==> src/hdl/gprpt_pkg.sv <==
// shared constants, types and sine table of the gyro packet receiver
package gprpt_pkg;

	localparam int unsigned UPDATE_BYTES = 6;
	localparam logic [7:0]  UPDATE_LEN   = 8'h06;
	localparam logic [7:0]  REPLY_LEN    = 8'h01;
	localparam logic [15:0] ANGLE_LIMIT  = 16'd3600;
	localparam logic [13:0] TRIG_ONE     = 14'd10000;

	// floor(v / 10) as (v * RECIP10) >> 16, exact for v below 2048
	localparam logic [12:0] RECIP10      = 13'd6554;
	// floor(v / 10000) as (v * RECIP10K) >> 45, exact for v below 2**31
	localparam logic [31:0] RECIP10K     = 32'd3518437209;
	localparam int unsigned RECIP10K_SH  = 45;

	localparam logic [2:0] CFG_WAKEUP   = 3'd0;
	localparam logic [2:0] CFG_UPDATE   = 3'd1;
	localparam logic [2:0] CFG_REPLY    = 3'd2;
	localparam logic [2:0] CFG_SHIFT_X  = 3'd3;
	localparam logic [2:0] CFG_SHIFT_Y  = 3'd4;
	localparam logic [2:0] CFG_INVERT_X = 3'd5;
	localparam logic [2:0] CFG_INVERT_Y = 3'd6;

	typedef enum logic [1:0] {
		KIND_UPDATE = 2'd0,
		KIND_REJECT = 2'd1,
		KIND_REPLY  = 2'd2
	} kind_t;

	typedef struct packed {
		logic [7:0] wakeup;
		logic [7:0] update;
		logic [7:0] reply;
	} codes_t;

	typedef struct packed {
		logic        valid;
		logic        reply;
		logic [15:0] x;
		logic [15:0] y;
		logic [15:0] angle;
		logic [7:0]  idx;
	} pkt_t;

	// sine of whole degrees 0..90, scaled by 10000
	localparam logic [13:0] SIN_DEG [0:90] = '{
		14'd0,    14'd175,  14'd349,  14'd523,  14'd698,
		14'd872,  14'd1045, 14'd1219, 14'd1392, 14'd1564,
		14'd1736, 14'd1908, 14'd2079, 14'd2250, 14'd2419,
		14'd2588, 14'd2756, 14'd2924, 14'd3090, 14'd3256,
		14'd3420, 14'd3584, 14'd3746, 14'd3907, 14'd4067,
		14'd4226, 14'd4384, 14'd4540, 14'd4695, 14'd4848,
		14'd5000, 14'd5150, 14'd5299, 14'd5446, 14'd5592,
		14'd5736, 14'd5878, 14'd6018, 14'd6157, 14'd6293,
		14'd6428, 14'd6561, 14'd6691, 14'd6820, 14'd6947,
		14'd7071, 14'd7193, 14'd7314, 14'd7431, 14'd7547,
		14'd7660, 14'd7771, 14'd7880, 14'd7986, 14'd8090,
		14'd8192, 14'd8290, 14'd8387, 14'd8480, 14'd8572,
		14'd8660, 14'd8746, 14'd8829, 14'd8910, 14'd8988,
		14'd9063, 14'd9135, 14'd9205, 14'd9272, 14'd9336,
		14'd9397, 14'd9455, 14'd9511, 14'd9563, 14'd9613,
		14'd9659, 14'd9703, 14'd9744, 14'd9781, 14'd9816,
		14'd9848, 14'd9877, 14'd9903, 14'd9925, 14'd9945,
		14'd9962, 14'd9976, 14'd9986, 14'd9994, 14'd9998,
		14'd10000
	};

	function automatic logic [13:0] sin_deg(input logic [6:0] k);
		logic [13:0] v;
		if (k > 7'd90) begin
			v = TRIG_ONE;
		end else begin
			v = SIN_DEG[k];
		end
		return v;
	endfunction

endpackage

==> src/hdl/gprpt_sincos.sv <==
// four-stage sine and cosine of an angle in tenths of a degree, scaled by 10000
module gprpt_sincos (
	input  logic               clk,
	input  logic               en,
	input  logic [11:0]        angle,
	output logic signed [14:0] sin_s5,
	output logic signed [14:0] cos_s5
);

	// lane 0 is sine, lane 1 is cosine
	logic [1:0]  quad;
	logic [1:0]  quad_c;
	logic [9:0]  rem;

	logic [9:0]  rs_s2   [0:1];
	logic        neg_s2  [0:1];
	logic [13:0] base_s3 [0:1];
	logic [7:0]  diff_s3 [0:1];
	logic [3:0]  frac_s3 [0:1];
	logic        neg_s3  [0:1];
	logic [13:0] base_s4 [0:1];
	logic [10:0] prod_s4 [0:1];
	logic        neg_s4  [0:1];

	logic [6:0]  k_b     [0:1];
	logic [13:0] val_d   [0:1];
	logic signed [14:0] res_d [0:1];

	function automatic logic [9:0] fold(input logic odd, input logic [9:0] r);
		return odd ? (10'd900 - r) : r;
	endfunction

	function automatic logic [6:0] div10(input logic [9:0] r);
		logic [22:0] p;
		p = 23'(r) * 23'(gprpt_pkg::RECIP10);
		return p[22:16];
	endfunction

	function automatic logic [7:0] idiv10(input logic [10:0] v);
		logic [23:0] p;
		p = 24'(v) * 24'(gprpt_pkg::RECIP10);
		return p[23:16];
	endfunction

	always_comb begin
		if (angle >= 12'd2700) begin
			quad = 2'd3;
			rem  = 10'(angle - 12'd2700);
		end else if (angle >= 12'd1800) begin
			quad = 2'd2;
			rem  = 10'(angle - 12'd1800);
		end else if (angle >= 12'd900) begin
			quad = 2'd1;
			rem  = 10'(angle - 12'd900);
		end else begin
			quad = 2'd0;
			rem  = angle[9:0];
		end
		quad_c = quad + 2'd1;
	end

	always_comb begin
		for (int i = 0; i < 2; i++) begin
			k_b[i]   = div10(rs_s2[i]);
			val_d[i] = base_s4[i] + 14'(idiv10(prod_s4[i]));
			res_d[i] = neg_s4[i] ? -$signed({1'b0, val_d[i]}) : $signed({1'b0, val_d[i]});
		end
	end

	always_ff @(posedge clk) begin
		if (en) begin
			rs_s2[0]  <= fold(quad[0], rem);
			neg_s2[0] <= quad[1];
			rs_s2[1]  <= fold(quad_c[0], rem);
			neg_s2[1] <= quad_c[1];
			for (int i = 0; i < 2; i++) begin
				if (k_b[i] >= 7'd90) begin
					base_s3[i] <= gprpt_pkg::TRIG_ONE;
					diff_s3[i] <= '0;
				end else begin
					base_s3[i] <= gprpt_pkg::sin_deg(k_b[i]);
					diff_s3[i] <= 8'(gprpt_pkg::sin_deg(k_b[i] + 7'd1)
						- gprpt_pkg::sin_deg(k_b[i]));
				end
				frac_s3[i] <= 4'(rs_s2[i] - 10'(k_b[i]) * 10'd10);
				neg_s3[i]  <= neg_s2[i];
				base_s4[i] <= base_s3[i];
				prod_s4[i] <= 11'(diff_s3[i]) * 11'(frac_s3[i]);
				neg_s4[i]  <= neg_s3[i];
			end
			sin_s5 <= res_d[0];
			cos_s5 <= res_d[1];
		end
	end

endmodule
==> config.mk <==
export PLATFORM = sky130hd
export DESIGN_NAME = gprpt_sincos
export DESIGN_NICKNAME = d
export VERILOG_FILES = /design/src/hdl/gprpt_pkg.sv /design/src/hdl/gprpt_sincos.sv
export SDC_FILE = /design/constraint.sdc
export NUM_CORES = 1
export LEC_CHECK = 0
export ABC_AREA = 1
export BUFFER_PORTS_ARGS = -buffer_cell sky130_fd_sc_hd__buf_2
export CAP_MARGIN = 20
export CORE_MARGIN = 5
export CORE_UTILIZATION = 50
export CTS_BUF_LIST = sky130_fd_sc_hd__clkbuf_8
export DETAILED_ROUTE_END_ITERATION = 8
export PLACE_DENSITY = 0.75
export SLEW_MARGIN = 20
export SYNTH_ARGS = -nofsm -noshare
export SYNTH_HDL_FRONTEND = slang
export SYNTH_SLANG_ARGS = --single-unit
==> constraint.sdc <==
create_clock -name clk -period 13.7 [get_ports clk]
set_clock_uncertainty 0.05 [all_clocks]
set_input_delay 2.74 -clock clk [delete_from_list [all_inputs] [get_ports clk]]
set_output_delay 2.74 -clock clk [all_outputs]
set_load 0.01 [all_outputs]
======== Yosys cells after proc, flatten, opt, wreduce, memory -nomap -nowiden ========
Memory sizes are Yosys's and may differ from the RTL's.
Cells that the tools add are included.
storage, ports and cells
  register bits after elaboration ......... 30
  latch bits .............................. 0
  RAM bits ................................ 128
  memory bits (read-only) ................. 7168
  input bits .............................. 14
  memories ................................ 13
memory list
  name              words  width  read ports  clocked after memory_dff  wr ports  line                text
  (name not given)  128    14     1           0                         0         gprpt_pkg.sv:73     v = SIN_DEG[k];
  (name not given)  128    14     1           0                         0         gprpt_pkg.sv:73
  (name not given)  128    14     1           0                         0         gprpt_pkg.sv:73
  (name not given)  128    14     1           0                         0         gprpt_pkg.sv:73
  base_s3           2      14     2           0                         2         gprpt_sincos.sv:17  logic [13:0] base_s3 [0:1];
  base_s4           2      14     2           0                         2         gprpt_sincos.sv:21  logic [13:0] base_s4 [0:1];
  7 more memories   n/a    n/a    n/a         n/a                       n/a       n/a
operators by class
  $add $sub $neg .......................... 15
  $mul .................................... 8
  div/mod/pow operators ................... 0
  order comparisons ....................... 13
  equality and inequality tests ........... 0
  shifts and indexed selects .............. 0
  muxes and demuxes ....................... 48
  bitwise logic cells ..................... 8
  reductions and logical operators ........ 0
operators with widths
  cell                    number
  $mux 14                 14
  $mux 8                  12
  $mux 10                 5
  $mul 11x12->23 const B  2
  $mul 10x12->22 const B  2
  $ge 8x8->1 const B      4
  $not 7->8               4
  $neg 14->15             2
  $sub 10x10->10 const B  3
  $add 14x8->14           2
  $gt 7x7->1 const B      4
  $mul 8x4->11            2
  $sub 8x8->8             2
  $mux 1                  15
  $add 7x1->7 const B     2
  $ge 7x7->1 const B      2
  $mul 7x3->3 const B     2
  $ge 12x10->1 const B    1
  $ge 12x11->1 const B    1
  $ge 12x12->1 const B    1
  $sub 10x10->10 const A  1
  $sub 4x4->4             2
  $mux 2                  2
  $or 1x1->1              4
  $add 2x1->2 const B     1

======== Longest topological paths before layout ========
An unclocked memory read counts as a cell.
  depth in word-level cells ............... 12
  mapped depth ............................ 50
  gate-level depth less buffers ........... 49

======== Least setup slack after synthesis ========
OpenSTA, ideal clock, no wires.
  path type ............................... reg2reg
  start point ............................. memory rs_s2[1][8] (netlist: rs_s2[0][18])
  end point ............................... memory diff_s3[1][7] (data pin)
  arrival time ............................ 7509 ps
  data required time ...................... 13397 ps
  slack ................................... 5888 ps
  stages on the path, launching flop included .. 45
  cell sequence ........................... edfxtp_1 > inv_1 > ha_1 > fa_1 > inv_1 > fa_1 > fa_1 > inv_1 > fa_1 > inv_1 > ha_1 > nand2_1 > nor2_1 > inv_1 > nor2_1 > o21ai_0 > nand2_1 > xor2_1 > [9 not listed] > a21oi_1 > ha_1 > nand2_1 > nor2_1 > a211oi_1 > nor2_1 > nor2_1 > nor2_1 > nor2_1 > nor2_1 > nor2_1 > inv_1 > a21oi_1 > inv_1 > nand3_1 > nand2_1 > nor2_1 > nor2_1
RTL lines
  item                line                text
  start: declaration  gprpt_sincos.sv:15  logic [9:0] rs_s2 [0:1];
  end: declaration    gprpt_sincos.sv:18  logic [7:0] diff_s3 [0:1];

==> flow_metrics.py <==
metrics = {
    "run_status": {
        "violations": "design-rule violations",
        "status": "finished, violations left",
    },
    "floorplan": {
        "pin_count": 44,
        "die_w_um": 230,
        "start_util_pct": 50.7,
        "coreArea_um2": 47800,
        "row_count": 80,
        "dieArea_um2": 53000,
        "die_h_um": 230,
    },
    "worst_setup_path": {
        "crit_end": "diff_s3[1][7]$_SDFFCE_PN0P_",
        "crit_arrival_ns": 9.69,
        "crit_type": "reg -> reg",
        "worstSetupEndpointType": "register",
        "r2r_slack_ns": 4.23,
        "path_depth": 46,
        "critical_path_required_ns": 13.92,
        "worst_r2r_path_depth": 46,
        "cpMostUsedCell": "nor2_1",
        "slowest_delay_ns": 0.69,
        "r2r-end": "diff_s3[1][7]$_SDFFCE_PN0P_",
        "critPathBufInv": 11,
        "setup.worst_path.start": "rs_s2[0][14]$_DFFE_PP_",
        "cp_top_family": "adder cells",
        "worstPathMaxFanout": 21,
        "cp_slowest_cell": "ha_1",
        "worst_setup_path_start_kind": "register",
        "timing.rr.start": "rs_s2[0][14]$_DFFE_PP_",
    },
    "logic_synthesis": {
        "synth_cells": 3179,
        "synth_edf_count": 156,
        "synthArstFlopShare_pct": 0,
        "ys_seq_elements": 156,
        "yosysWarnings": 0,
        "syn_area_per_cell_um2": 7.63,
        "synth_flop_cell": "edfxtp_1",
        "syn_area_um2": 24300,
        "synth_nets": 3699,
        "seq_area_frac_synth_pct": 19.3,
        "synth_cell_types": 67,
    },
    "cts": {
        "post_cts_buffers": 0,
        "cts_num_sinks": 156,
        "cts_tree": "yes",
        "clk_pin_slew_ns": 0.10,
        "post_cts_resized": 0,
        "cts_buffer_depth": 2,
        "clock_latency_ns": 0.50,
        "cts_buffers": 17,
        "clockRootBuffer": "clkbuf_8",
        "hold_buffers": 0,
        "h-tree-depth": 4,
    },
    "routing": {
        "wl_um": 58500,
        "first_iter_violations": 2020,
        "dr.pass1.iters": 9,
        "num_vias": 20940,
        "vias_per_cell": 5.54,
        "wl_per_cell_um": 15.5,
        "antenna_left": 0,
        "drc": 2,
    },
    "grt": {
        "grt_max_degree": 86,
        "antenna_found_initial": 1,
        "grt_overflow": 0,
        "grt_pass1_wl_um": 97000,
        "grt_usage_pct": 21.8,
        "grt_pass1_vias": 19838,
    },
    "sta": {
        "setup_viol": 0,
        "relSlewSlack_pct": 21.5,
        "final_hold_viol_count": 0,
        "maxSlewViolCount": 0,
        "rsz0062_at_grt": "no",
        "fmax_mhz": 106,
        "setup_tns_ns": 0,
        "fin_crit_ns": 9.47,
        "period_share_pct": 69.1,
        "tightest_slew_ns": 1.17,
    },
    "worst_hold_path": {
        "hold_path.class": "reg -> reg",
        "hold_path_depth": 0,
    },
    "final_layout": {
        "mostFrequentLayoutCells": "nand2_1, inv_1, ha_1",
        "layout_commonest_cell": "nand2_1",
        "synthToLayoutAreaGrowth_pct": 3.47,
        "drive_gt1_share_pct": 6.48,
        "final_net_count": 3672,
    },
    "placement": {
        "port-buffer-count": 43,
        "gp_congestion": 1.01,
        "hpwl_um": 46600,
    },
    "run": {
        "cap_violations": 0,
    },
}
==> cell usage after synthesis (4+ instances only) <==
cell	count	area (um2)
nand2_1	621	2330
inv_1	533	2000
ha_1	362	4530
nand3_1	246	1230
nor2_1	225	845
o21ai_0	167	836
a21oi_1	163	816
edfxtp_1	156	4680
fa_1	144	2880
xor2_1	76	666
o211ai_1	46	345
nand2_2	37	231
nor3_1	37	185
o21ai_1	35	175
clkbuf_1	31	116
xnor2_1	27	236
buf_2	23	115
nand4_1	22	138
inv_2	20	75.1
buf_6	19	214
buf_4	17	128
a31oi_1	14	87.6
nor2_2	13	81.3
or2_2	13	81.3
o31ai_1	12	90.1
nand3_2	10	100
nor2_4	10	113
a21o_1	8	60.1
nand3b_1	8	60.1
o21bai_1	8	60.1
o221ai_1	7	61.3
nand2_4	5	56.3
o2111ai_1	5	43.8
a211oi_1	4	30.0
o21a_1	4	30.0
o311ai_0	4	35.0
==> worst min path at each step <==
stage                                       startpoint                  endpoint  slack [ns]
after floorplan            base_s3[0][0]$_SDFFCE_PN0P_   base_s4[0][0]$_DFFE_PP_        0.35
after global placement     base_s3[0][1]$_SDFFCE_PN0P_   base_s4[0][1]$_DFFE_PP_        0.35
after detailed placement  base_s3[1][11]$_SDFFCE_PN0P_  base_s4[0][25]$_DFFE_PP_        0.35
after CTS                  base_s3[0][7]$_SDFFCE_PN0P_   base_s4[0][7]$_DFFE_PP_        0.37
after global routing       base_s3[0][7]$_SDFFCE_PN0P_   base_s4[0][7]$_DFFE_PP_        0.38
final                      base_s3[0][7]$_SDFFCE_PN0P_   base_s4[0][7]$_DFFE_PP_        0.37
==> routing by layer <==
metal  part of all wire, %  track usage [%]  up-vias
met4                   3.1             7.01        0
met3                   7.0             3.43      157
li1                      -                -    10377
met5                     0                0        -
met1                    44             29.4     9557
met2                    46             36.2      849
==> layout make-up <==
class                           count  area, um2
Multi-Input combinational cell   2376      16900
Inverter                          555       2090
Antenna cell                        1       2.50
Fill cell                        4525      22700
Clock buffer                       17        234
Timing Repair Buffer               46        244
Tap cell                          615        769
Clock inverter                     15        173
Sequential cell                   156       4680
==> state kept, by name, indices dropped and copies added, names as in the netlist, 7 cells and up <==
| name | count |
|---|---|
| base_s4 | 28 |
| prod_s4 | 22 |
| cos_s5 | 15 |
| sin_s5 | 15 |
| frac_s3 | 7 |
| diff_s3 | 16 |
| base_s3 | 28 |
| rs_s2 | 19 |
==> kinds of logic after synthesis <==
family                     after synthesis  share of synthesized area [%]
and+or+nand+nor                       1262                           23.1
buffers and inverters                  647                           11.0
adders and majority gates              506                           30.5
AOI/OAI and AO/OA                      499                           11.9
DFF                                    156                           19.3
xor gates and xnor gates               108                           4.19
muxes                                    1                         0.0413
==> metrics by stage <==
| stage | cell area, um2 | util, % | instances | worst slack, ns | hold slack (ns) |
|---|---|---|---|---|---|
| floorplan | 24300 | - | 3179 | 5.89 | 0.350 |
| global placement | 24700 | 51.6 | 3748 | 4.66 | 0.351 |
| detailed placement | 24700 | 51.6 | 3748 | 4.40 | 0.355 |
| CTS | 25100 | 52.5 | 3780 | 4.36 | 0.370 |
| global route | 25100 | 52.5 | 3781 | 3.56 | 0.379 |
| finish | 25100 | 52.5 | 3781 | 4.23 | 0.367 |
Power is not shown: default switching activity piles up to over one toggle a cycle in this logic, so the estimate is an artifact.
