File: src/hdl/gprpt_pkg.sv
// shared constants, types and sine table of the gyro packet receiver
package gprpt_pkg;

	localparam int unsigned UPDATE_BYTES = 6;
	localparam logic [7:0]  UPDATE_LEN   = 8'h06;
	localparam logic [7:0]  REPLY_LEN    = 8'h01;
	localparam logic [15:0] ANGLE_LIMIT  = 16'd3600;
	localparam logic [13:0] TRIG_ONE     = 14'd10000;

	// floor(v / 10) as (v * RECIP10) >> 16, exact for v below 2048
	localparam logic [12:0] RECIP10      = 13'd6554;
	// floor(v / 10000) as (v * RECIP10K) >> 45, exact for v below 2**31
	localparam logic [31:0] RECIP10K     = 32'd3518437209;
	localparam int unsigned RECIP10K_SH  = 45;

	localparam logic [2:0] CFG_WAKEUP   = 3'd0;
	localparam logic [2:0] CFG_UPDATE   = 3'd1;
	localparam logic [2:0] CFG_REPLY    = 3'd2;
	localparam logic [2:0] CFG_SHIFT_X  = 3'd3;
	localparam logic [2:0] CFG_SHIFT_Y  = 3'd4;
	localparam logic [2:0] CFG_INVERT_X = 3'd5;
	localparam logic [2:0] CFG_INVERT_Y = 3'd6;

	typedef enum logic [1:0] {
		KIND_UPDATE = 2'd0,
		KIND_REJECT = 2'd1,
		KIND_REPLY  = 2'd2
	} kind_t;

	typedef struct packed {
		logic [7:0] wakeup;
		logic [7:0] update;
		logic [7:0] reply;
	} codes_t;

	typedef struct packed {
		logic        valid;
		logic        reply;
		logic [15:0] x;
		logic [15:0] y;
		logic [15:0] angle;
		logic [7:0]  idx;
	} pkt_t;

	// sine of whole degrees 0..90, scaled by 10000
	localparam logic [13:0] SIN_DEG [0:90] = '{
		14'd0,    14'd175,  14'd349,  14'd523,  14'd698,
		14'd872,  14'd1045, 14'd1219, 14'd1392, 14'd1564,
		14'd1736, 14'd1908, 14'd2079, 14'd2250, 14'd2419,
		14'd2588, 14'd2756, 14'd2924, 14'd3090, 14'd3256,
		14'd3420, 14'd3584, 14'd3746, 14'd3907, 14'd4067,
		14'd4226, 14'd4384, 14'd4540, 14'd4695, 14'd4848,
		14'd5000, 14'd5150, 14'd5299, 14'd5446, 14'd5592,
		14'd5736, 14'd5878, 14'd6018, 14'd6157, 14'd6293,
		14'd6428, 14'd6561, 14'd6691, 14'd6820, 14'd6947,
		14'd7071, 14'd7193, 14'd7314, 14'd7431, 14'd7547,
		14'd7660, 14'd7771, 14'd7880, 14'd7986, 14'd8090,
		14'd8192, 14'd8290, 14'd8387, 14'd8480, 14'd8572,
		14'd8660, 14'd8746, 14'd8829, 14'd8910, 14'd8988,
		14'd9063, 14'd9135, 14'd9205, 14'd9272, 14'd9336,
		14'd9397, 14'd9455, 14'd9511, 14'd9563, 14'd9613,
		14'd9659, 14'd9703, 14'd9744, 14'd9781, 14'd9816,
		14'd9848, 14'd9877, 14'd9903, 14'd9925, 14'd9945,
		14'd9962, 14'd9976, 14'd9986, 14'd9994, 14'd9998,
		14'd10000
	};

	function automatic logic [13:0] sin_deg(input logic [6:0] k);
		logic [13:0] v;
		if (k > 7'd90) begin
			v = TRIG_ONE;
		end else begin
			v = SIN_DEG[k];
		end
		return v;
	endfunction

endpackage

File: src/hdl/gprpt_parser.sv
// byte deframer: hunts for wakeup, checks command and length, gathers payload
module gprpt_parser (
	input  logic                   clk,
	input  logic                   arst_n,
	input  logic                   en,
	input  logic                   rx_valid,
	input  logic [7:0]             rx_byte,
	input  gprpt_pkg::codes_t      codes,
	output gprpt_pkg::pkt_t        pkt_s1
);

	typedef enum logic [1:0] {
		PH_HUNT,
		PH_CMD,
		PH_LEN,
		PH_DATA
	} phase_t;

	localparam logic [2:0] LAST_CNT = 3'(gprpt_pkg::UPDATE_BYTES - 1);

	phase_t     phase_q;
	logic       cmd_reply_q;
	logic [2:0] cnt_q;
	logic [7:0] payload_q [0:gprpt_pkg::UPDATE_BYTES-2];
	logic       last;
	logic [7:0] need_len;

	assign last     = cmd_reply_q || (cnt_q == LAST_CNT);
	assign need_len = cmd_reply_q ? gprpt_pkg::REPLY_LEN : gprpt_pkg::UPDATE_LEN;

	always_ff @(posedge clk or negedge arst_n) begin
		if (!arst_n) begin
			phase_q     <= PH_HUNT;
			cmd_reply_q <= 1'b0;
			cnt_q       <= '0;
			pkt_s1      <= '0;
		end else if (en) begin
			pkt_s1.valid <= rx_valid && (phase_q == PH_DATA) && last;
			if (rx_valid) begin
				unique case (phase_q)
					PH_HUNT: begin
						if (rx_byte == codes.wakeup) begin
							cnt_q   <= '0;
							phase_q <= PH_CMD;
						end
					end
					PH_CMD: begin
						if (rx_byte == codes.update) begin
							cmd_reply_q <= 1'b0;
							phase_q     <= PH_LEN;
						end else if (rx_byte == codes.reply) begin
							cmd_reply_q <= 1'b1;
							phase_q     <= PH_LEN;
						end else begin
							phase_q <= PH_HUNT;
						end
					end
					PH_LEN: begin
						phase_q <= (rx_byte == need_len) ? PH_DATA : PH_HUNT;
						cnt_q   <= '0;
					end
					PH_DATA: begin
						if (last) begin
							phase_q      <= PH_HUNT;
							cnt_q        <= '0;
							pkt_s1.reply <= cmd_reply_q;
							pkt_s1.x     <= {payload_q[0], payload_q[1]};
							pkt_s1.y     <= {payload_q[2], payload_q[3]};
							pkt_s1.angle <= {payload_q[4], rx_byte};
							pkt_s1.idx   <= rx_byte;
						end else begin
							cnt_q <= cnt_q + 3'd1;
						end
					end
					default: phase_q <= PH_HUNT;
				endcase
			end
		end
	end

	// the final byte goes straight into the packet register
	always_ff @(posedge clk) begin
		if (en && rx_valid && (phase_q == PH_DATA) && (cnt_q < LAST_CNT)) begin
			payload_q[cnt_q] <= rx_byte;
		end
	end

endmodule

File: config.mk
export PLATFORM = sky130hd
export DESIGN_NAME = gprpt_parser
export DESIGN_NICKNAME = d
export VERILOG_FILES = /design/src/hdl/gprpt_pkg.sv /design/src/hdl/gprpt_parser.sv
export SDC_FILE = /design/constraint.sdc
export NUM_CORES = 1
export LEC_CHECK = 0
export BUFFER_PORTS_ARGS = -buffer_cell sky130_fd_sc_hd__buf_2
export CELL_PAD_IN_SITES_DETAIL_PLACEMENT = 1
export CELL_PAD_IN_SITES_GLOBAL_PLACEMENT = 2
export CORE_AREA = 4 4 107 109
export CTS_BUF_LIST = sky130_fd_sc_hd__clkbuf_4
export CTS_CLUSTER_DIAMETER = 200
export DETAILED_ROUTE_END_ITERATION = 7
export DIE_AREA = 0 0 111 113
export PLACE_DENSITY = 0.82
export SYNTH_ARGS = -nofsm -noshare
export SYNTH_HDL_FRONTEND = slang
export SYNTH_SLANG_ARGS = --single-unit
File: constraint.sdc
create_clock -name clk -period 2.8 [get_ports clk]
set_input_delay 0.7 -clock clk [delete_from_list [all_inputs] [get_ports clk]]
set_output_delay 0.7 -clock clk [all_outputs]
set_load 0.05 [all_outputs]
== Word-level counts from Yosys, hierarchy flattened ==
Memory sizes are Yosys's and may differ from the RTL's. A register that Yosys moved wholly into a read port is not among the register bits.
Cells that the tools add are included.

* Bits in registers: 32
* Memory bits (writable): 40
* Input port bits: 36
* Output and inout port bits: 58
* Logic and storage cells: 52
* Memories kept: 1

{| class="wikitable"
|+ Memory list
! memory !! depth !! bits a word !! rd ports !! clocked after memory_dff !! write ports !! RTL line !! RTL
|-
| payload_q || 5 || 8 || 5 || 5 || 1 || gprpt_parser.sv:24 || <nowiki>logic [7:0] payload_q [0:gprpt_pkg::UPDATE_BYTES-2];</nowiki>
|}

* Add/sub/neg operators: 1
* Order comparisons: 1
* Eq/ne operators: 10
* Muxes and demuxes: 14
* Reductions and logical operators: 18

{| class="wikitable"
|+ Operators with widths
! cell !! number
|-
| 8-bit == test || 3
|-
| 4-bit AND reduction || 4
|-
| 2-bit 2-to-1 mux || 5
|-
| 3-bit 2-to-1 mux || 3
|-
| 3-bit case mux with 3 select lines || 1
|-
| 8-bit by 3-bit == test with 1-bit output || 1
|-
| 2-bit case mux with 4 select lines || 1
|-
| 1-bit logical AND || 5
|-
| 1-bit zero test || 5
|-
| 2-bit == test, second input constant || 2
|-
| 1-bit 2-to-1 mux || 4
|-
| 2-bit != test, second input constant || 2
|-
| 3-bit by 1-bit adder with 3-bit output, second input constant || 1
|-
| 3-bit == test, second input constant || 1
|-
| 3-bit < comparator, second input constant || 1
|-
| 3-bit nonzero test || 1
|-
| 2-bit by 1-bit == test with 1-bit output, second input constant || 1
|-
| 2-bit zero test || 1
|-
| 2-bit nonzero test || 1
|-
| 1-bit logical OR || 1
|}

== Longest topological paths before layout ==
Gate-level depths: netlist of the first run.

* Depth in word-level cells: 5
* Gate-level depth with buffers: 7
* Depth with buffers taken out: 7

== Worst setup path before layout of the first run ==
No wires, ideal clock.

* Path type: input to register
* Start point: input port en
* End point: memory payload_q[4][0] (enable)
* Library setup time: 398 ps
* Arrival: 1989 ps
* Required time: 2402 ps
* Path slack: 413 ps
* Stages on the path: 3
* Path buffers: 1
* Cells stage by stage: nand4_1 clkbuf_1 nor4b_1

* Longest elaborated chain between the ends: 5

{| class="wikitable"
|+ RTL lines
! item !! RTL line !! RTL
|-
| start: declaration || gprpt_parser.sv:5 || <nowiki>input logic en,</nowiki>
|-
| 1-bit logical AND (3 in a row) || gprpt_parser.sv:83 || <nowiki>if (en && rx_valid && (phase_q == PH_DATA) && (cnt_q < LAST_CNT)) begin</nowiki>
|-
| 1-bit 2-to-1 mux || gprpt_parser.sv:83 ||
|-
| 1-bit 2-to-1 mux (not written as such) || gprpt_parser.sv:84 || <nowiki>payload_q[cnt_q] <= rx_byte;</nowiki>
|-
| end: declaration || gprpt_parser.sv:24 ||
|}

Every way passes these cells.

== Worst setup path after layout of the first run ==
* Start point: register cnt_q[1]
* End point: register, netlist name pkt_s1[20]

* Longest elaborated chain between the ends: 3

{| class="wikitable"
|+ RTL lines
! item !! RTL line !! RTL
|-
| start: declaration || gprpt_parser.sv:23 || <nowiki>logic [2:0] cnt_q;</nowiki>
|-
| start signal: assignment || gprpt_parser.sv:72 || <nowiki>cnt_q <= cnt_q + 3'd1;</nowiki>
|-
| 3-bit == test || gprpt_parser.sv:28 || <nowiki>assign last = cmd_reply_q || (cnt_q == LAST_CNT);</nowiki>
|-
| 1-bit logical OR || gprpt_parser.sv:28 ||
|-
| 4-bit AND reduction (no source line) || -- ||
|}

Every way passes these cells.
A chain may end at the register's enable or synchronous reset.

==> results of run 1 <==
path summary, 6_finish.rpt:
| check | startpoint | endpoint | slack (ns) | cells after the start |
|---|---|---|---|---|
| setup / recovery | cnt_q[1] | pkt_s1[20] | 0.73 | 6 |
| hold / removal | arst_n | pkt_s1[48] | 0.41 | 2 |
| setup reg to reg | cnt_q[1] | pkt_s1[20] | 0.73 | 6 |
| hold reg to reg | payload_q[1][5] | pkt_s1[45] | 0.49 | 1 |
| max in group asynchronous | arst_n | pkt_s1[56] | 1.91 | 2 |
| min in group clk | payload_q[1][5] | pkt_s1[45] | 0.49 | 1 |
worst reg2reg max path: stages (launching register included):
cell,delay (ns)
dfrtp_1,0.49
inv_1,0.17
ha_1,0.22
a21oi_4,0.10
nor2_4,0.12
buf_4,0.45
mux2_2,0.42
logic make-up (layout without fill, tap and decap cells):
kind of cell,count (synthesis),count (layout),synth area share (%)
XOR/XNOR,24,24,5.35
flip-flops,96,96,66.2
multiplexers,48,48,15.7
AND/OR/NAND/NOR,35,35,5.12
adder cells (fa/ha/maj),2,2,0.636
AO/OA/AOI/OAI,18,18,3.09
buffers and inverters,23,126,3.95
layer usage:
layer  track usage, %  up-vias  share of wire [%]
met5                0        -                  0
met4             5.42        0                1.2
met3             2.83       10                5.8
met2             23.3       79                 48
met1             20.1     1178                 45
li1                 -     1085                  -
synth_stat cells:
library cell	n	area [um^2]
a21oi_1	3	15.0
xor2_1	8	70.1
nor4b_1	2	17.5
o21ai_0	7	35.0
nor3_1	2	10.0
o21bai_1	1	7.51
nand3_1	2	10.0
edfxtp_1	40	1200
o211ai_1	2	15.0
nor2_2	1	6.26
nor4_1	7	43.8
nor4bb_1	2	20.0
buf_8	2	30.0
nand4_1	5	31.3
xnor2_1	16	140
a21oi_4	1	16.3
nand2b_1	1	6.26
inv_1	5	18.8
nand2_1	6	22.5
buf_2	1	5.00
a32oi_1	1	8.76
ha_1	2	25.0
o41ai_1	1	8.76
a211o_1	1	8.76
o22ai_1	1	6.26
nor2b_1	1	6.26
nor2_1	5	18.8
buf_6	1	11.3
mux2_4	20	300
dfrtp_1	56	1400
or3b_1	1	8.76
clkbuf_1	4	15.0
mux2_2	28	315
buf_4	10	75.1
layout make-up:
cell class,count,area (um^2),share of cell area (%)
clock buffer,11,82.6,1.77
clock inverter,5,33.8,0.722
inverter,5,18.8,0.401
multi-input combinational,127,1210,25.9
sequential,96,2600,55.6
tap,140,175,3.74
timing repair buffer,105,556,11.9
power by group through the flow:
stage	combinational [mW]	clock [mW]	sequential [mW]
detailed placement	0.121	0	1.50
CTS	0.122	0.679	1.47
global placement	0.119	0	1.50
finish	0.118	0.640	1.47
floorplan	0.0412	0	1.50
global route	0.133	0.736	1.47
state kept, by name, summed over array words and instances (netlist names):
name and cells:
phase_q 2, cnt_q 3, payload_q 40, cmd_reply_q 1
pkt_s1 50
per-stage QoR:
step | area [um^2] | hold WS, ns
2_1_floorplan | 3930 | 0.404
3_3_place_gp | 4560 | 0.456
3_5_place_dp | 4560 | 0.463
4_1_cts | 4680 | 0.406
5_1_grt | 4680 | 0.436
6_report | 4680 | 0.412
==> impl_metrics.py, run 1 <==
metrics = {
    "critical_path": {
        "crit_arrival_ns": 2.39,
        "cp_slowest_cell": "dfrtp_1",
        "cp.required_ns": 3.12,
        "worstPathMaxFanout": 36,
        "worstSetupEndpointType": "flop",
        "path_cells": "inv_1, ha_1, a21oi_4, nor2_4, buf_4, mux2_2",
        "cpPeakStageDelay_ns": 0.49,
        "cp_top_family": "buffers and inverters",
        "start_kind": "flop",
        "critical_path_class": "reg -> reg",
        "critical_path_buf_inv_count": 2,
    },
    "pwr": {
        "p_sw_uw": 511,
        "p_comb_share_pct": 5.3,
        "switching_share_pct": 22.9,
        "pwr-share-clk_pct": 28.8,
        "p_leak_nw": 2.19,
        "power.density_nw_per_um2": 476,
        "seqPwrFrac_pct": 65.9,
        "p_int_mw": 1.71,
        "peakVddDrop_mv": 0.149,
        "power_mw": 2.23,
    },
    "final_layout": {
        "num-fill-cells": 1138,
        "n_antenna_cell": 0,
        "fin_nets": 382,
        "final_util_pct": 44.1,
        "area_delta_synth_final_pct": 19.0,
        "layout-drive-gt1-share_pct": 50.1,
        "layoutNonFillerInstCount": 489,
        "final_common_cell": "buf_2",
        "layout_common_cells": "93 x buf_2, 56 x dfrtp_1, 40 x edfxtp_1",
    },
    "timing": {
        "hold_viol_final": 0,
        "setup_tns_ns": 0,
        "setup_viol": 0,
        "drv_slew": 0,
        "grt_setup_unrepaired": "false",
        "relSlewSlack_pct": 51.3,
        "period_needed_ns": 2.07,
        "period_share_pct": 73.9,
        "tightest_slew_ns": 0.731,
        "fmax_ghz": 0.484,
        "setup_slack_ns": 0.732,
        "finalClockSkew_ns": 0.0161,
    },
    "cts": {
        "cts_tree": "done",
        "htree_levels": 3,
        "cts_buffers": 9,
        "cts-root-buf": "clkbuf_4",
        "clock_sinks": 96,
        "cts.clk_slew.worst_paths_ns": 0.15,
        "postCtsSetupRepairBufs": 0,
        "insertion_delay_ns": 0.43,
        "cts_repair_resize_count": 0,
        "cts-hold-fix-buffers": 0,
        "cts_buffer_depth": 2,
    },
    "floorplanning": {
        "start_util_pct": 37.1,
        "die_h_um": 113,
        "core.rowCount": 38,
        "dieArea_um2": 12500,
        "fp.dieW_um": 111,
        "coreArea_um2": 10600,
        "pin_count": 94,
    },
    "grt": {
        "grt_pass1_vias": 2470,
        "grt_use_total_pct": 14.6,
        "antenna_found_initial": 0,
        "grt_overflow": 0,
        "grt_start_max_net_pins": 57,
        "grt_pass1_wl_um": 14100,
    },
    "yosys": {
        "syn_area_per_cell_um2": 16.0,
        "ys_ff_latch": 96,
        "yosysUniqueCellTypes": 34,
        "synth_nets": 284,
        "yosys_warnings": 0,
        "yosysSeqAreaShare_pct": 66.2,
        "synthesis.area_um2": 3930,
        "syn_inst": 246,
    },
    "outcome": {
        "status": "finished clean",
    },
    "routing": {
        "route.vias.total": 2352,
        "drt_iter0_drc": 159,
        "wirelength_um": 8870,
        "post_drt_wl_per_cell_um": 18.1,
        "drt_first_pass_iters": 6,
        "postRouteAntennaNets": 0,
        "viasPerCell": 4.81,
        "drc": 0,
    },
    "placed_design": {
        "hpwl_um": 6390,
        "dp.cells": 473,
        "io_buffers": 93,
        "finalWeightedCongestion": 0.751,
        "dp_slack_ns": 0.606,
    },
    "worst_hold_path": {
        "hp-class": "in -> async",
    },
    "job": {
        "maxCapViolCount": 0,
    },
}
Power figures use the tool's default switching activity.
==> inputs of run 2 (changes only) <==
--- a/config.mk
+++ b/config.mk
@@ -5,15 +5,16 @@
 export SDC_FILE = /design/constraint.sdc
 export NUM_CORES = 1
 export LEC_CHECK = 0
+export ABC_AREA = 1
 export BUFFER_PORTS_ARGS = -buffer_cell sky130_fd_sc_hd__buf_2
 export CELL_PAD_IN_SITES_DETAIL_PLACEMENT = 1
 export CELL_PAD_IN_SITES_GLOBAL_PLACEMENT = 2
-export CORE_AREA = 4 4 107 109
+export CORE_AREA = 4 4 109 111
 export CTS_BUF_LIST = sky130_fd_sc_hd__clkbuf_4
 export CTS_CLUSTER_DIAMETER = 200
 export DETAILED_ROUTE_END_ITERATION = 7
-export DIE_AREA = 0 0 111 113
-export PLACE_DENSITY = 0.82
+export DIE_AREA = 0 0 113 115
+export PLACE_DENSITY = 0.83
 export SYNTH_ARGS = -nofsm -noshare
 export SYNTH_HDL_FRONTEND = slang
 export SYNTH_SLANG_ARGS = --single-unit
==> constraint.sdc (replaced) <==
create_clock -name clk -period 2.1 [get_ports clk]
set_input_delay 0.525 -clock clk [delete_from_list [all_inputs] [get_ports clk]]
set_output_delay 0.525 -clock clk [all_outputs]
set_load 0.05 [all_outputs]
==> impl_metrics.py, run 2 <==
metrics = {
    "outcome": {
        "status": "finished clean",
    },
    "yosys": {
        "ys_ff_latch": 96,
        "yosys.area.top_type_share_pct": 35.1,
        "synth_ff_type": "dfrtp_1",
        "synth_most_common_cell": "nand2_1",
        "synthesis.area_um2": 3990,
        "yosys_warnings": 0,
        "yosysSeqAreaShare_pct": 65.2,
        "syn_area_per_cell_um2": 13.0,
        "yosysUniqueCellTypes": 26,
        "syn_inst": 307,
        "ys_top_cells_by_count": "69 x nand2_1, 56 x dfrtp_1, 40 x edfxtp_1, 27 x mux2_2, 22 x inv_1",
        "synth_largest_area_cell": "dfrtp_1",
        "synth_edf_count": 40,
        "ys_async_sr_fraction_pct": 58.3,
        "synth_nets": 345,
        "synthTopCellsByArea": "dfrtp_1 35%, edfxtp_1 30%, mux2_2 7.6%, nand2_1 6.5%, mux2_4 5.6%",
    },
    "critical_path": {
        "crit_arrival_ns": 2.16,
        "critical_path_buf_inv_count": 3,
        "cp_top_family": "flip-flops",
        "cpPeakStageDelay_ns": 0.45,
        "start_kind": "flop",
        "worstSetupEndpointType": "flop",
        "worstPathMaxFanout": 22,
        "cp.required_ns": 2.44,
        "critical_path_class": "reg -> reg",
        "cp_slowest_cell": "dfrtp_1",
        "path_cells": "inv_1, ha_1, a21oi_2, inv_2, nand2_2, buf_4, mux2_2",
    },
    "cts": {
        "insertion_delay_ns": 0.46,
        "cts-hold-fix-buffers": 0,
        "clock_sinks": 96,
        "cts_buffers": 9,
        "cts_repair_resize_count": 0,
        "cts-root-buf": "clkbuf_4",
        "htree_levels": 3,
        "cts.clk_slew.worst_paths_ns": 0.15,
        "cts_buffer_depth": 2,
        "postCtsSetupRepairBufs": 0,
        "cts_tree": "done",
    },
    "floorplanning": {
        "coreArea_um2": 10800,
        "dieArea_um2": 13000,
        "core.rowCount": 38,
        "pin_count": 94,
        "fp.dieW_um": 113,
        "die_h_um": 115,
        "start_util_pct": 37.0,
    },
    "worst_hold_path": {
        "hp-class": "in -> async",
    },
    "grt": {
        "grt_start_max_net_pins": 36,
        "antenna_found_initial": 0,
        "grt_use_total_pct": 15.0,
        "grt_overflow": 0,
        "grt_pass1_vias": 2706,
        "grt_pass1_wl_um": 14800,
    },
    "routing": {
        "postRouteAntennaNets": 0,
        "wirelength_um": 9410,
        "drt_first_pass_iters": 4,
        "drc": 0,
        "drt_iter0_drc": 135,
        "post_drt_wl_per_cell_um": 17.2,
        "viasPerCell": 4.67,
        "route.vias.total": 2559,
    },
    "pwr": {
        "power.density_nw_per_um2": 687,
        "peakVddDrop_mv": 0.315,
        "seqPwrFrac_pct": 61.8,
        "switching_share_pct": 24.3,
        "p_comb_share_pct": 8.4,
        "p_int_mw": 2.48,
        "p_sw_uw": 797,
        "pwr-share-clk_pct": 29.8,
        "p_leak_nw": 2.43,
    },
    "timing": {
        "setup_viol": 0,
        "fmax_ghz": 0.550,
        "setup_tns_ns": 0,
        "finalClockSkew_ns": 0.0332,
        "holdWs_ns": 0.0703,
        "grt_setup_unrepaired": "false",
        "period_needed_ns": 1.82,
        "tightest_slew_ns": 0.665,
        "relSlewSlack_pct": 55.7,
        "drv_slew": 0,
        "hold_viol_final": 0,
        "period_share_pct": 86.5,
    },
    "final_layout": {
        "design_area_um2": 4770,
        "num-fill-cells": 1177,
        "largest_register": "pkt_s1",
        "reg_top3": "pkt_s1 x50, payload_q x40, cnt_q x3",
        "register_area_um2": 2600,
        "multi_input_area_um2": 1200,
        "area_delta_synth_final_pct": 19.5,
        "layout-drive-gt1-share_pct": 41.4,
        "fin_nets": 441,
        "final_common_cell": "buf_2",
        "layout_common_cells": "93 x buf_2, 68 x nand2_1, 56 x dfrtp_1",
        "largest_reg_flops": 50,
        "final_util_pct": 44.2,
        "layoutNonFillerInstCount": 548,
        "n_antenna_cell": 0,
    },
    "placed_design": {
        "finalWeightedCongestion": 0.744,
        "post_dp_cell_area_um2": 4630,
        "hpwl_um": 6800,
        "io_buffers": 93,
        "dp.cells": 532,
    },
    "job": {
        "maxCapViolCount": 0,
    },
}
## run 2: power by group through the flow
stage                     clock network (mW)  logic [mW]  registers (mW)
after detailed placement                   0       0.281            2.07
after global placement                     0       0.273            2.06
final                                  0.976       0.275            2.03
after global routing                    1.09       0.319            2.04
after CTS                               1.01       0.282            2.03
after floorplan                            0       0.163            2.04
## run 2: path summary, 6_finish.rpt
check                           slack, ns            start  depth (start not counted)         end
max in group asynchronous            1.40           arst_n                          2  pkt_s1[16]
worst min-delay path                 0.07           arst_n                          1  pkt_s1[34]
worst min register to register       0.48  payload_q[4][2]                          1  pkt_s1[18]
worst max-delay path                 0.28         cnt_q[1]                          7  pkt_s1[20]
worst max register to register       0.28         cnt_q[1]                          7  pkt_s1[20]
min in group clk                     0.29               en                          2  pkt_s1[57]
## run 2: cell families after synthesis
kind of cell	count (synthesis)	share of synthesized area (%)
buf+inv	41	5.39
flops	96	65.2
fa+ha+maj	2	0.627
compound gates	15	2.10
mux	42	13.3
xor+xnor	17	3.73
simple gates	94	9.72
## run 2: layout make-up
| class | instances | share of cell area, % |
|---|---|---|
| Clock buffer | 12 | 1.89 |
| Clock inverter | 4 | 0.997 |
| Inverter | 23 | 1.81 |
| Multi-Input combinational cell | 170 | 25.2 |
| Sequential cell | 96 | 54.6 |
| Tap cell | 140 | 3.67 |
| Timing Repair Buffer | 103 | 11.9 |
## run 2: worst reg2reg max path, cell delays in order (launching register included)
cell and delay [ns]:
dfrtp_1 0.45, inv_1 0.13, ha_1 0.21, a21oi_2 0.17, inv_2 0.05, nand2_2 0.08, buf_4 0.27, mux2_2 0.37
## run 2: layer usage
metal | GRT usage [%] | routed length (um) | vias to the layer above
li1 | - | - | 1204
met1 | 19.0 | 4200 | 1255
met2 | 24.7 | 4470 | 89
met3 | 4.58 | 625 | 11
met4 | 5.05 | 112 | 0
met5 | 0 | 0 | -
## run 2: per-stage QoR
stage                     worst slack [ns]  total power [mW]
final                                0.283              3.28
after global placement               0.330              2.34
after global routing                 0.154              3.45
after floorplan                     0.0801              2.20
after CTS                            0.278              3.32
after detailed placement             0.268              2.35
